--- config.mk ---
export PLATFORM = sky130hd
export DESIGN_NAME = sliding_window_circuit_breaker_top
export DESIGN_NICKNAME = d
export VERILOG_FILES = /design/src/rtl/core/swcb_pkg.sv /design/src/rtl/core/sliding_window_circuit_breaker_top.sv /design/src/rtl/core/swcb_window.sv /design/src/rtl/core/swcb_fsm.sv
export SDC_FILE = /design/constraint.sdc
export NUM_CORES = 1
export LEC_CHECK = 0
export BUFFER_PORTS_ARGS = -buffer_cell sky130_fd_sc_hd__buf_2
export CAP_MARGIN = 30
export CORE_MARGIN = 5
export CORE_UTILIZATION = 30
export DETAILED_ROUTE_END_ITERATION = 16
export GPL_TIMING_DRIVEN = 0
export HOLD_SLACK_MARGIN = 0.05
export PLACE_DENSITY = 0.57
export SLEW_MARGIN = 20
export SYNTH_ARGS = -nofsm -noshare
export SYNTH_HDL_FRONTEND = slang
export SYNTH_SLANG_ARGS = --single-unit
--- constraint.sdc ---
create_clock -name i_clk -period 9.7 [get_ports i_clk]
set_clock_uncertainty 0.05 [all_clocks]
set_input_delay 0.485 -clock i_clk [delete_from_list [all_inputs] [get_ports i_clk]]
set_output_delay 0.485 -clock i_clk [all_outputs]
set_load 0.005 [all_outputs]
--- src/rtl/core/swcb_pkg.sv ---
// ============================================================================
// swcb_pkg
// Shared types and constants of the sliding-window circuit breaker.
// ============================================================================
package swcb_pkg;

    // Sizing of the outcome window and of the time base.
    localparam int WINDOW_MAX = 64;
    localparam int TIME_BITS  = 48;
    localparam int CNT_W      = $clog2(WINDOW_MAX + 1);
    localparam int HEAD_W     = (WINDOW_MAX > 1) ? $clog2(WINDOW_MAX) : 1;

    // Field and register widths.
    localparam int CMD_W      = 2;
    localparam int STATE_W    = 2;
    localparam int WLEN_W     = 7;
    localparam int MINS_W     = 7;
    localparam int RATIO_W    = 17;
    localparam int Q16_W      = 16;
    localparam int PROBE_W    = 8;
    localparam int CFG_IDX_W  = 3;
    localparam int CFG_DATA_W = 48;
    localparam int PRODUCT_W  = RATIO_W + CNT_W;

    localparam logic [PROBE_W-1:0] PROBE_MAX = {PROBE_W{1'b1}};

    // Breaker states as reported on the result.
    typedef enum logic [STATE_W-1:0] {
        MODE_CLOSED = 2'd0,
        MODE_OPEN   = 2'd1,
        MODE_HALF   = 2'd2
    } t_mode;

    // Item commands.
    typedef enum logic [CMD_W-1:0] {
        CMD_REQUEST = 2'd0,
        CMD_SUCCESS = 2'd1,
        CMD_FAILURE = 2'd2
    } t_cmd;

    // Configuration register indexes.
    typedef enum logic [CFG_IDX_W-1:0] {
        CFG_WINDOW_LENGTH = 3'd0,
        CFG_MIN_SAMPLES   = 3'd1,
        CFG_TRIP_RATIO    = 3'd2,
        CFG_OPEN_TIMEOUT  = 3'd3,
        CFG_PROBE_QUOTA   = 3'd4
    } t_cfg_idx;

    // Window control from the state machine.
    typedef struct packed {
        logic push;
        logic failed;
        logic clear;
    } t_win_ctrl;

    // Window counts after the current step.
    typedef struct packed {
        logic [CNT_W-1:0] failures;
        logic [CNT_W-1:0] samples;
    } t_win_stat;

endpackage

--- src/rtl/core/sliding_window_circuit_breaker_top.sv ---
// ============================================================================
// sliding_window_circuit_breaker_top
// Count-based sliding-window circuit breaker with valid/ready channels.
// ============================================================================
// Each input item carries a command (request, success report, failure
// report) and a timestamp; each item yields exactly one result item with the
// grant, the breaker state after the step and the window counts.
// Input items are taken into an input register, processed by
// the state machine and window logic, and written to an output register.
// An item leaves the input register and its result enters the output
// register at the same clock edge, once the output register is free or drained.
// Throughput: one item per cycle while the receiver does not stall.
// While the receiver stalls, the result holds in the output register and
// one more item may wait in the input register; o_in_ready then drops.
// Reset (synchronous, active low) sets the breaker closed, clears the window
// and probe counters and loads the default configuration.
// Configuration writes (i_cfg_we, i_cfg_idx, i_cfg_data) take effect at
// once; the user must issue them only while no item is in flight, as the
// block does not enforce it. A window length write also clears the window.
// ============================================================================
module sliding_window_circuit_breaker_top (
    input  logic                                i_clk,
    input  logic                                i_rst_n,
    // Configuration port
    input  logic                                i_cfg_we,
    input  logic [swcb_pkg::CFG_IDX_W-1:0]      i_cfg_idx,
    input  logic [swcb_pkg::CFG_DATA_W-1:0]     i_cfg_data,
    // Input channel
    input  logic                                i_in_valid,
    output logic                                o_in_ready,
    input  logic [swcb_pkg::CMD_W-1:0]          i_cmd,
    input  logic [swcb_pkg::TIME_BITS-1:0]      i_now,
    // Output channel
    output logic                                o_out_valid,
    input  logic                                i_out_ready,
    output logic                                o_granted,
    output logic [swcb_pkg::STATE_W-1:0]        o_breaker_state,
    output logic [swcb_pkg::CNT_W-1:0]          o_window_failures,
    output logic [swcb_pkg::CNT_W-1:0]          o_window_samples
);

    // Configuration registers.
    logic [swcb_pkg::WLEN_W-1:0]    r_window_length;
    logic [swcb_pkg::MINS_W-1:0]    r_min_samples;
    logic [swcb_pkg::RATIO_W-1:0]   r_trip_ratio;
    logic [swcb_pkg::TIME_BITS-1:0] r_open_timeout;
    logic [swcb_pkg::PROBE_W-1:0]   r_probe_quota;
    logic                           cfg_clear;

    // Input register.
    logic                           r_in_valid;
    logic [swcb_pkg::CMD_W-1:0]     r_in_cmd;
    logic [swcb_pkg::TIME_BITS-1:0] r_in_now;
    logic                           fire;

    // Output register.
    logic                           r_out_valid;
    logic                           r_granted;
    swcb_pkg::t_mode                r_state;
    logic [swcb_pkg::CNT_W-1:0]     r_failures;
    logic [swcb_pkg::CNT_W-1:0]     r_samples;

    swcb_pkg::t_win_ctrl            win_ctrl;
    swcb_pkg::t_win_stat            win_next;
    logic                           granted;
    swcb_pkg::t_mode                mode_next;

    // Configuration writes; indexes past the list are ignored.
    always_ff @(posedge i_clk) begin
        if (!i_rst_n) begin
            r_window_length <= swcb_pkg::WLEN_W'(64);
            r_min_samples   <= swcb_pkg::MINS_W'(10);
            r_trip_ratio    <= swcb_pkg::RATIO_W'(32768);
            r_open_timeout  <= swcb_pkg::TIME_BITS'(1000000);
            r_probe_quota   <= swcb_pkg::PROBE_W'(1);
        end else if (i_cfg_we) begin
            case (i_cfg_idx)
                swcb_pkg::CFG_WINDOW_LENGTH:
                    r_window_length <= i_cfg_data[swcb_pkg::WLEN_W-1:0];
                swcb_pkg::CFG_MIN_SAMPLES:
                    r_min_samples <= i_cfg_data[swcb_pkg::MINS_W-1:0];
                swcb_pkg::CFG_TRIP_RATIO:
                    r_trip_ratio <= i_cfg_data[swcb_pkg::RATIO_W-1:0];
                swcb_pkg::CFG_OPEN_TIMEOUT:
                    r_open_timeout <= i_cfg_data[swcb_pkg::TIME_BITS-1:0];
                swcb_pkg::CFG_PROBE_QUOTA:
                    r_probe_quota <= i_cfg_data[swcb_pkg::PROBE_W-1:0];
                default: begin
                end
            endcase
        end
    end

    assign cfg_clear = i_cfg_we && (i_cfg_idx == swcb_pkg::CFG_WINDOW_LENGTH);

    // An item is processed when the output register is free or being drained.
    assign fire       = r_in_valid && (!r_out_valid || i_out_ready);
    assign o_in_ready = !r_in_valid || fire;

    // Input register.
    always_ff @(posedge i_clk) begin
        if (!i_rst_n) begin
            r_in_valid <= 1'b0;
        end else if (o_in_ready) begin
            r_in_valid <= i_in_valid;
        end
    end

    always_ff @(posedge i_clk) begin
        if (i_in_valid && o_in_ready) begin
            r_in_cmd <= i_cmd;
            r_in_now <= i_now;
        end
    end

    swcb_fsm u_fsm (
        .i_clk          (i_clk),
        .i_rst_n        (i_rst_n),
        .i_fire         (fire),
        .i_cmd          (r_in_cmd),
        .i_now          (r_in_now),
        .i_cfg_clear    (cfg_clear),
        .i_min_samples  (r_min_samples),
        .i_trip_ratio   (r_trip_ratio),
        .i_open_timeout (r_open_timeout),
        .i_probe_quota  (r_probe_quota),
        .i_win_next     (win_next),
        .o_win_ctrl     (win_ctrl),
        .o_granted      (granted),
        .o_mode         (mode_next)
    );

    swcb_window u_window (
        .i_clk           (i_clk),
        .i_rst_n         (i_rst_n),
        .i_ctrl          (win_ctrl),
        .i_window_length (r_window_length),
        .o_next          (win_next)
    );

    // Output register.
    always_ff @(posedge i_clk) begin
        if (!i_rst_n) begin
            r_out_valid <= 1'b0;
        end else if (fire) begin
            r_out_valid <= 1'b1;
        end else if (i_out_ready) begin
            r_out_valid <= 1'b0;
        end
    end

    always_ff @(posedge i_clk) begin
        if (fire) begin
            r_granted  <= granted;
            r_state    <= mode_next;
            r_failures <= win_next.failures;
            r_samples  <= win_next.samples;
        end
    end

    assign o_out_valid       = r_out_valid;
    assign o_granted         = r_granted;
    assign o_breaker_state   = r_state;
    assign o_window_failures = r_failures;
    assign o_window_samples  = r_samples;

    // The window never reports more failures than samples.
    a_fail_le_samples: assert property (@(posedge i_clk) disable iff (!i_rst_n)
        o_out_valid |-> (o_window_failures <= o_window_samples))
        else $error("window failures exceed samples");

    // A result that leaves the breaker open never carries a grant.
    a_open_no_grant: assert property (@(posedge i_clk) disable iff (!i_rst_n)
        (o_out_valid && (o_breaker_state == swcb_pkg::MODE_OPEN)) |-> !o_granted)
        else $error("grant reported while open");

    // The window never holds more samples than its maximum length.
    a_samples_max: assert property (@(posedge i_clk) disable iff (!i_rst_n)
        o_out_valid |-> (int'(o_window_samples) <= swcb_pkg::WINDOW_MAX))
        else $error("window samples above maximum");

    // An accepted item is held in the input register on the next cycle.
    a_in_captured: assert property (@(posedge i_clk) disable iff (!i_rst_n)
        (i_in_valid && o_in_ready) |=> r_in_valid)
        else $error("accepted item lost");

endmodule

--- src/rtl/core/swcb_window.sv ---
// ============================================================================
// swcb_window
// Ring of recent pass/fail outcomes with sample and failure counters.
// ============================================================================
module swcb_window (
    input  logic                                i_clk,
    input  logic                                i_rst_n,
    input  swcb_pkg::t_win_ctrl                 i_ctrl,
    input  logic [swcb_pkg::WLEN_W-1:0]         i_window_length,
    output swcb_pkg::t_win_stat                 o_next
);

    logic [swcb_pkg::HEAD_W-1:0] r_head;
    logic [swcb_pkg::HEAD_W-1:0] n_head;
    logic [swcb_pkg::CNT_W-1:0]  r_samples;
    logic [swcb_pkg::CNT_W-1:0]  n_samples;
    logic [swcb_pkg::CNT_W-1:0]  r_fails;
    logic [swcb_pkg::CNT_W-1:0]  n_fails;
    logic [swcb_pkg::CNT_W-1:0]  eff_len;
    logic                        full;
    logic                        drop;
    logic                        wrap;

    // Outcome memory and the registered read of the entry at the head.
    logic                        r_ring [swcb_pkg::WINDOW_MAX];
    logic                        r_rd;

    // Effective window length: zero acts as one, the top saturates.
    always_comb begin
        if (i_window_length == '0) begin
            eff_len = swcb_pkg::CNT_W'(1);
        end else if (int'(i_window_length) > swcb_pkg::WINDOW_MAX) begin
            eff_len = swcb_pkg::CNT_W'(swcb_pkg::WINDOW_MAX);
        end else begin
            eff_len = swcb_pkg::CNT_W'(i_window_length);
        end
    end

    // Push one outcome: evict the oldest once the window is full.
    // The oldest entry is only read once every slot below the length has
    // been written since the last clear, so the ring itself needs no reset.
    always_comb begin
        full = (r_samples >= eff_len);
        drop = i_ctrl.push && full && r_rd && (r_fails != '0);
        wrap = ((swcb_pkg::CNT_W'(r_head) + swcb_pkg::CNT_W'(1)) >= eff_len);

        n_head    = r_head;
        n_samples = r_samples;
        n_fails   = r_fails;
        if (i_ctrl.clear) begin
            n_head    = '0;
            n_samples = '0;
            n_fails   = '0;
        end else if (i_ctrl.push) begin
            n_head    = wrap ? '0 : r_head + swcb_pkg::HEAD_W'(1);
            n_samples = full ? r_samples : r_samples + swcb_pkg::CNT_W'(1);
            n_fails   = r_fails - swcb_pkg::CNT_W'(drop)
                        + swcb_pkg::CNT_W'(i_ctrl.failed);
        end
    end

    assign o_next.failures = n_fails;
    assign o_next.samples  = n_samples;

    // Head and counters.
    always_ff @(posedge i_clk) begin
        if (!i_rst_n) begin
            r_head    <= '0;
            r_samples <= '0;
            r_fails   <= '0;
        end else begin
            r_head    <= n_head;
            r_samples <= n_samples;
            r_fails   <= n_fails;
        end
    end

    // Ring write at the head and read-ahead of the next head entry.
    always_ff @(posedge i_clk) begin
        if (i_ctrl.push && !i_ctrl.clear) begin
            r_ring[r_head] <= i_ctrl.failed;
            if (n_head == r_head) begin
                r_rd <= i_ctrl.failed;
            end else begin
                r_rd <= r_ring[n_head];
            end
        end
    end

endmodule

--- src/rtl/core/swcb_fsm.sv ---
// ============================================================================
// swcb_fsm
// Breaker state machine: grants, trip test, open timeout and probing.
// ============================================================================
module swcb_fsm (
    input  logic                                i_clk,
    input  logic                                i_rst_n,
    input  logic                                i_fire,
    input  logic [swcb_pkg::CMD_W-1:0]          i_cmd,
    input  logic [swcb_pkg::TIME_BITS-1:0]      i_now,
    input  logic                                i_cfg_clear,
    input  logic [swcb_pkg::MINS_W-1:0]         i_min_samples,
    input  logic [swcb_pkg::RATIO_W-1:0]        i_trip_ratio,
    input  logic [swcb_pkg::TIME_BITS-1:0]      i_open_timeout,
    input  logic [swcb_pkg::PROBE_W-1:0]        i_probe_quota,
    input  swcb_pkg::t_win_stat                 i_win_next,
    output swcb_pkg::t_win_ctrl                 o_win_ctrl,
    output logic                                o_granted,
    output swcb_pkg::t_mode                     o_mode
);

    swcb_pkg::t_mode                r_mode;
    swcb_pkg::t_mode                n_mode;
    logic [swcb_pkg::TIME_BITS-1:0] r_opened;
    logic [swcb_pkg::TIME_BITS-1:0] n_opened;
    logic [swcb_pkg::PROBE_W-1:0]   r_sent;
    logic [swcb_pkg::PROBE_W-1:0]   n_sent;
    logic [swcb_pkg::PROBE_W-1:0]   r_passed;
    logic [swcb_pkg::PROBE_W-1:0]   n_passed;
    logic [swcb_pkg::PROBE_W-1:0]   passed_inc;
    logic [swcb_pkg::TIME_BITS-1:0] elapsed;
    logic [swcb_pkg::PRODUCT_W-1:0] lhs;
    logic [swcb_pkg::PRODUCT_W-1:0] rhs;
    logic                           ratio_hit;

    // Failure ratio test on the counts after this push, by cross-multiplying.
    always_comb begin
        lhs = {{(swcb_pkg::PRODUCT_W - swcb_pkg::CNT_W - swcb_pkg::Q16_W){1'b0}},
               i_win_next.failures, {swcb_pkg::Q16_W{1'b0}}};
        rhs = swcb_pkg::PRODUCT_W'(i_trip_ratio) * swcb_pkg::PRODUCT_W'(i_win_next.samples);
        if (swcb_pkg::CNT_W'(i_min_samples) > i_win_next.samples
                || (swcb_pkg::CNT_W < swcb_pkg::MINS_W
                    && int'(i_min_samples) > swcb_pkg::WINDOW_MAX)) begin
            ratio_hit = (i_trip_ratio == '0);
        end else begin
            ratio_hit = (lhs >= rhs);
        end
    end

    // Open time, modulo the time base, and the saturating probe success count.
    assign elapsed    = i_now - r_opened;
    assign passed_inc = (r_passed == swcb_pkg::PROBE_MAX) ? r_passed
                                                          : r_passed + swcb_pkg::PROBE_W'(1);

    // Next state, grant and window control.
    always_comb begin
        n_mode            = r_mode;
        n_opened          = r_opened;
        n_sent            = r_sent;
        n_passed          = r_passed;
        o_granted         = 1'b0;
        o_win_ctrl.push   = 1'b0;
        o_win_ctrl.failed = 1'b0;
        o_win_ctrl.clear  = i_cfg_clear;
        if (i_fire) begin
            case (i_cmd)
                swcb_pkg::CMD_REQUEST: begin
                    case (r_mode)
                        swcb_pkg::MODE_CLOSED: begin
                            o_granted = 1'b1;
                        end
                        swcb_pkg::MODE_OPEN: begin
                            if (elapsed >= i_open_timeout) begin
                                n_mode    = swcb_pkg::MODE_HALF;
                                n_sent    = swcb_pkg::PROBE_W'(1);
                                n_passed  = '0;
                                o_granted = 1'b1;
                            end
                        end
                        default: begin
                            if (r_sent < i_probe_quota) begin
                                n_sent    = r_sent + swcb_pkg::PROBE_W'(1);
                                o_granted = 1'b1;
                            end
                        end
                    endcase
                end
                swcb_pkg::CMD_SUCCESS: begin
                    if (r_mode == swcb_pkg::MODE_CLOSED) begin
                        o_win_ctrl.push = 1'b1;
                    end else if (r_mode == swcb_pkg::MODE_HALF) begin
                        n_passed = passed_inc;
                        if (passed_inc >= i_probe_quota) begin
                            n_mode           = swcb_pkg::MODE_CLOSED;
                            o_win_ctrl.clear = 1'b1;
                        end
                    end
                end
                swcb_pkg::CMD_FAILURE: begin
                    if (r_mode == swcb_pkg::MODE_CLOSED) begin
                        o_win_ctrl.push   = 1'b1;
                        o_win_ctrl.failed = 1'b1;
                        if (ratio_hit) begin
                            n_mode   = swcb_pkg::MODE_OPEN;
                            n_opened = i_now;
                        end
                    end else if (r_mode == swcb_pkg::MODE_HALF) begin
                        n_mode   = swcb_pkg::MODE_OPEN;
                        n_opened = i_now;
                    end
                end
                default: begin
                    // The unused command leaves everything as it is.
                end
            endcase
        end
    end

    assign o_mode = n_mode;

    // State registers.
    always_ff @(posedge i_clk) begin
        if (!i_rst_n) begin
            r_mode   <= swcb_pkg::MODE_CLOSED;
            r_opened <= '0;
            r_sent   <= '0;
            r_passed <= '0;
        end else begin
            r_mode   <= n_mode;
            r_opened <= n_opened;
            r_sent   <= n_sent;
            r_passed <= n_passed;
        end
    end

endmodule

==> reports/metrics.cfg, run 1 <==
[timing]
setup_viol=50
post-route-period-util=1.05
worst-slew-pin-transition_ns=0.920
rsz0062_at_grt=true
hold_slack_ns=0.0682
slew_violations=0
fmax_mhz=97.8
hold_viol_final=0
fin_tns_setup_ns=-24.39
slew_headroom=0.386
min_period_ns=10.23
worst_slack_ns=-0.529

[yosys]
netlist_area_um2=21300
yosysTopAreaCell=edfxtp_1
synth.net_count=2819
synthTopCellsByArea=edfxtp_1 19%, dfxtp_1 16%, ha_1 12%
synth_edf_count=132
avgSynthCellArea_um2=8.75
synthArstFlopShare=0
ys_seq_elements=307
synthCells=2440
synth_ff_type=dfxtp_1
synth_cell_types=76
synth_warnings=0
ys_seq_area_frac=0.350
synth_top_area_frac=0.186

[final_layout]
nFillCells=7217
layout.nets=3077
drive_gt1_frac=0.124
syn_to_final_growth_pct=21.2

[floorplanning]
core_area_um2=70300
row_count=97
die_w_um=277
dieArea_um2=76600
start_util=0.304
pin_count=125
die_h_um=277

[worst_hold_path]
hp-class=in -> reg

[detailed_routing]
post_drt_wl_per_cell_um=16.1
drt-total-wl_um=59100
dr_total_vias=17600
drt_iter0_markers=1016
drc_errors=0
via_per_inst=4.78
ant_nets=0
firstDrtPassIters=5

[setup_path]
end_kind=register
cpLargestDelayFamily=simple AND/OR/NAND/NOR gates
cp_slowest_cell=or4b_4
cp.arrival_ns=10.63
cp_common_cell=fa_1
critPathMaxStageDelay_ns=0.61
worstPathMaxFanout=10
cp_data_required_time_ns=10.10
critPathKind=reg -> reg
startpoint_type=register
cp.buffers_inverters=6

[power]
power_density_nw_per_um2=126
vdd_ir_drop_max_mv=0.140
p_leak_nw=10.8

[run_status]
violations=setup timing
status=complete, but fails checks

[clock_network]
cts_tree=built
clk_latency_ns=0.56
cts_made_buffers=38
cts_max_level=2
cts.sinks=307
clock_path_buffers=3
clk_pin_slew_worst_paths_ns=0.06
cts-root-buf=clkbuf_16

[global_routing]
grt_first_pass_wirelength_um=93700
grt_overflow_total=0
grt_max_degree=49
grt_pass1_vias=17000
grt_use_total=0.150
antenna_found_initial=12

[place]
post-dp-hpwl_um=44300
place.gp.congestion=0.830
io_buffers=123

[run]
maxCapViolCount=0

## synth_stat cells (all sizes together), types with 13 or more instances
library cell and n:
edfxtp 132, nor2 158, nor2b 19, nand4 26
nand3 56, nand2 422, ha 197, a21oi 187
xnor2 46, dfxtp 175, and3 18, xor2 22
mux2i 73, o211ai 15, o21ai 58, o21bai 13
buf 15, and2 96, a21o 65, nand2b 20
a211oi 34, o21a 17, clkbuf 87, inv 233
nor3 26, fa 76
## report_power, final
group          internal (W)  switching [W]  total (W)
Sequential          0.00138      0.0000199    0.00140
Combinational      0.000185       0.000243   0.000428
Clock              0.000863       0.000571    0.00143
## what timing repair did
action,CTS,global route
gates resized for setup,48,29
endpoints found under the hold margin,41,0
setup endpoints to repair,50,50
setup buffers,40,10
hold buffers,41,0
pin swaps,36,18
cloned,2,1
## registers in the layout, summed over array words and instances, names as in the netlist, 2 cells and up
register,flops
o_breaker_state,2
r_window_length,7
u_window.r_fails,7
r_min_samples,7
u_fsm.r_passed,8
u_window.r_samples,7
r_in_now,48
u_window.r_ring,64
r_trip_ratio,17
u_fsm.r_sent,8
o_window_failures,7
o_window_samples,7
u_window.r_head,6
r_open_timeout,48
r_in_cmd,2
r_probe_quota,8
u_fsm.r_mode,2
u_fsm.r_opened,48
## path summary, 6_finish.rpt
kind | start | end | slack [ns] | cells after the start
hold / removal | i_now[46] | r_in_now[46] | 0.07 | 1
hold reg to reg | u_fsm.r_passed[6] | u_fsm.r_passed[6] | 0.40 | 2
setup / recovery | u_fsm.r_passed[0] | u_fsm.r_opened[12] | -0.53 | 43
setup reg to reg | u_fsm.r_passed[0] | u_fsm.r_opened[12] | -0.53 | 43
## cell usage in the layout, fill, tap and decap left out, types with 10 or more instances in the layout
| cell | synthesis | routed |
|---|---|---|
| dlygate4sd3_1 | 0 | 41 |
| nand3b_1 | 11 | 11 |
| xor2_1 | 22 | 21 |
| fa_1 | 76 | 75 |
| clkbuf_16 | 0 | 44 |
| a21o_1 | 65 | 65 |
| dfxtp_1 | 175 | 172 |
| mux2i_1 | 73 | 72 |
| ha_1 | 197 | 191 |
| and3_1 | 18 | 17 |
| o21ai_0 | 53 | 47 |
| xnor2_1 | 46 | 46 |
| nor2_1 | 157 | 149 |
| and2_1 | 94 | 88 |
| clkbuf_1 | 87 | 87 |
| o21a_1 | 17 | 17 |
| o21bai_1 | 13 | 13 |
| a211oi_1 | 33 | 30 |
| nand3_1 | 56 | 53 |
| nand2_1 | 422 | 420 |
| nand2b_1 | 20 | 20 |
| nor3_1 | 26 | 26 |
| nand4_1 | 26 | 26 |
| buf_2 | 2 | 127 |
| buf_1 | 10 | 10 |
| inv_1 | 232 | 228 |
| edfxtp_1 | 132 | 132 |
| a21oi_1 | 187 | 184 |
| o211ai_1 | 15 | 15 |
| buf_4 | 0 | 45 |
| a31oi_1 | 10 | 10 |
| nor2b_1 | 19 | 19 |
## metrics by stage
stage / setup WS, ns / instance area [um2] / util / power (W) / instances
global placement: -3.72 / 23400 / 0.333 / 0.00182 / 3503
global route: -0.973 / 25800 / 0.368 / 0.00341 / 3668
detailed placement: -1.67 / 23500 / 0.334 / 0.00182 / 3511
CTS: -0.677 / 25700 / 0.365 / 0.00330 / 3660
floorplan: 0.0127 / 21600 / - / 0.00169 / 2440
finish: -0.529 / 25900 / 0.368 / 0.00326 / 3676
## logic make-up after synthesis
group / after synthesis / synth area share
fa+ha+maj: 273 / 0.187
mux: 78 / 0.0379
buf+inv: 335 / 0.0601
xor+xnor: 68 / 0.0279
flops: 307 / 0.350
simple gates: 908 / 0.197
compound gates: 471 / 0.140
## metal layers
| layer | wire length (um) | global-route usage | up-vias |
|---|---|---|---|
| met3 | 3500 | 0.0300 | 69 |
| met2 | 26600 | 0.244 | 342 |
| met4 | 1050 | 0.0336 | 2 |
| li1 | - | - | 8915 |
| met5 | 17 | 0 | - |
| met1 | 28000 | 0.207 | 8228 |
## layout make-up
class / count / area, um2 / area share
antenna: 8 / 20.0 / 0.000774
buffer: 97 / 536 / 0.0207
clock buffer: 55 / 1090 / 0.0420
clock inverter: 15 / 171 / 0.00663
inverter: 233 / 875 / 0.0338
multi-input combinational: 1799 / 13000 / 0.502
sequential: 307 / 7480 / 0.289
tap: 940 / 1180 / 0.0455
timing repair buffer: 222 / 1540 / 0.0596
(Power assumes the default switching activity.)
==> run 2, diff against run 1 <==
--- a/config.mk
+++ b/config.mk
@@ -5,6 +5,7 @@
 export SDC_FILE = /design/constraint.sdc
 export NUM_CORES = 1
 export LEC_CHECK = 0
+export ABC_AREA = 1
 export BUFFER_PORTS_ARGS = -buffer_cell sky130_fd_sc_hd__buf_2
 export CAP_MARGIN = 30
 export CORE_MARGIN = 5
@@ -12,6 +13,7 @@
 export DETAILED_ROUTE_END_ITERATION = 16
 export GPL_TIMING_DRIVEN = 0
 export HOLD_SLACK_MARGIN = 0.05
+export MAX_ROUTING_LAYER = met4
 export PLACE_DENSITY = 0.57
 export SLEW_MARGIN = 20
 export SYNTH_ARGS = -nofsm -noshare
==> run 2 against run 1 <==
The flow now finishes without violations. Sequential power is essentially flat. Design area hardly changed. Sequential share of layout area is essentially flat. Non-clock buffer count is 57 lower. Synthesized cell count increased by 16%. Routed wire length increased by 8.4%. Core utilization is 1.3 points lower. Largest cell class unchanged. First-iteration DRC count rose by 21%. Flip-flop and latch count unchanged. Critical path type unchanged.
==> reports/metrics.cfg, run 2 <==
[run_status]
status=finished, final reports clean

[floorplanning]
pin_count=125
dieArea_um2=78900
start_util=0.302
core_area_um2=72800
die_w_um=281
die_h_um=281
row_count=99

[clock_network]
cts-root-buf=clkbuf_16
cts_tree=built
clk_latency_ns=0.55
cts_max_level=2
clk_pin_slew_worst_paths_ns=0.06
cts.sinks=307
cts_made_buffers=38
clock_path_buffers=3

[global_routing]
antenna_found_initial=8
grt_max_degree=32
grt_use_total=0.165
grt_pass1_vias=18400
grt_overflow_total=0
grt_first_pass_wirelength_um=101000

[setup_path]
worstPathMaxFanout=10
startpoint_type=register
cp_data_required_time_ns=10.13
cp_slowest_cell=fa_1
cp.arrival_ns=9.46
critPathMaxStageDelay_ns=0.55
end_kind=register
critPathKind=reg -> reg
cp_common_cell=nand2_1

[yosys]
synth_edf_count=132
avgSynthCellArea_um2=7.78
ys_seq_elements=307
yosysTopAreaCell=edfxtp_1
synth_top_area_frac=0.180
synth_cell_types=60
synth_most_common_cell=inv_1
synthCells=2827
synthTopCellsByArea=edfxtp_1 18%, dfxtp_1 16%, ha_1 11%
synth_warnings=0
ys_seq_area_frac=0.339
netlist_area_um2=22000
synth_commonest_cells=475 x inv_1, 419 x nand2_1, 376 x nor2_1
synthArstFlopShare=0
synth.net_count=3206
synth_ff_type=dfxtp_1

[timing]
fmax_mhz=111
slew_violations=0
post-route-period-util=0.932
hold_viol_final=0
worst-slew-pin-transition_ns=1.03
setup_viol=0
min_period_ns=9.04
slew_headroom=0.314

[detailed_routing]
dr_total_vias=19000
via_per_inst=4.69
post_drt_wl_per_cell_um=15.9
firstDrtPassIters=6
drc_errors=0
ant_nets=0
drt_iter0_markers=1225
drt-total-wl_um=64100

[power]
vdd_ir_drop_max_mv=0.161
power.total_w=0.00353
power_density_nw_per_um2=136
p_leak_nw=11.3

[place]
dpl.cell_count=3916
post-dp-hpwl_um=50100
place.gp.congestion=0.918
io_buffers=124

[run]
maxCapViolCount=0

[final_layout]
top_register=u_window.r_ring
syn_to_final_growth_pct=17.6
final_cells=4041
final_common_cell=inv_1
layout.nets=3426
drive_gt1_frac=0.111
final_cell_mix=471 x inv_1, 418 x nand2_1, 369 x nor2_1, 237 x a21oi_1, 192 x ha_1
largest_reg_flops=64

[worst_hold_path]
hp-class=in -> reg

## run 2: cell count changes after synthesis, moves of 45 or more
cell,delta
a21o_1,-61
a21oi_1,+51
and2_1,-92
clkbuf_1,-45
inv_1,+243
mux2i_1,-72
nand3_1,+118
nor2_1,+219
o21ai_0,+90
## run 2: worst max-delay path, delay by kind of cell, from the launching register on
family | cells | cell delay, ns
buffers and inverters | 7 | 0.82
DFF | 1 | 0.37
AOI/OAI and AO/OA | 3 | 0.35
and+or+nand+nor | 33 | 3.75
adders and majority gates | 8 | 3.20
xor gates and xnor gates | 2 | 0.37
## run 2: layout make-up
type	count	area, um2
Timing Repair Buffer	181	1170
Tap cell	959	1200
Multi-Input combinational cell	1952	12400
Fill cell	7729	47000
Clock inverter	18	250
Antenna cell	6	15.0
Buffer	81	497
Inverter	486	1830
Clock buffer	51	1030
Sequential cell	307	7470
## run 2: worst paths after layout
| check | from | cells past startpoint | end | slack [ns] |
|---|---|---|---|---|
| worst max-delay path | u_fsm.r_passed[1] | 53 | u_fsm.r_opened[14] | 0.66 |
| worst min-delay path | i_now[42] | 1 | r_in_now[42] | 0.07 |
| worst max register to register | u_fsm.r_passed[1] | 53 | u_fsm.r_opened[14] | 0.66 |
| worst min register to register | r_open_timeout[13] | 2 | r_open_timeout[13] | 0.41 |
## run 2: cell families (layout without fill, tap and decap cells)
logic type | after synthesis | after routing | share of synthesized area
compound gates | 506 | 506 | 0.131
xor+xnor | 74 | 74 | 0.0295
fa+ha+maj | 273 | 273 | 0.181
buf+inv | 568 | 817 | 0.104
flops | 307 | 307 | 0.339
mux | 1 | 1 | 0.000455
other cells | 0 | 6 | 0
simple gates | 1098 | 1098 | 0.215
## run 2: report_power, final
part	leakage, nW	internal [W]	switching (W)
logic	7.92	0.000231	0.000396
clock network	0.624	0.000908	0.000581
registers	2.75	0.00139	0.0000244
## run 2: per-stage QoR
stage | worst slack, ns | cell area, um2 | TNS (ns) | util | hold WS, ns
after floorplan | 1.53 | 22000 | 0 | - | 0.385
after global placement | -0.760 | 23800 | -32.44 | 0.327 | 0.401
after detailed placement | -0.706 | 23900 | -29.86 | 0.328 | 0.404
after CTS | 0.0339 | 25600 | 0 | 0.352 | 0.0504
after global routing | -0.0479 | 25900 | -1.02 | 0.355 | 0.0631
final | 0.663 | 25900 | 0 | 0.355 | 0.0720
## run 2: metal layers
metal / routed length (um) / GRT usage / up-vias
met2: 28600 / 0.258 / 456
li1: - / - / 9670
met4: 1360 / 0.0387 / 0
met5: 0 / - / -
met1: 30500 / 0.225 / 8752
met3: 3650 / 0.0283 / 90
## run 2: repair_timing
item	CTS	global route
hold endpoints to repair	41	0
pin swaps	1	6
cloned	0	0
resized for setup	13	37
hold buffers	41	0
buffers inserted	1	9
setup endpoints to repair	50	50
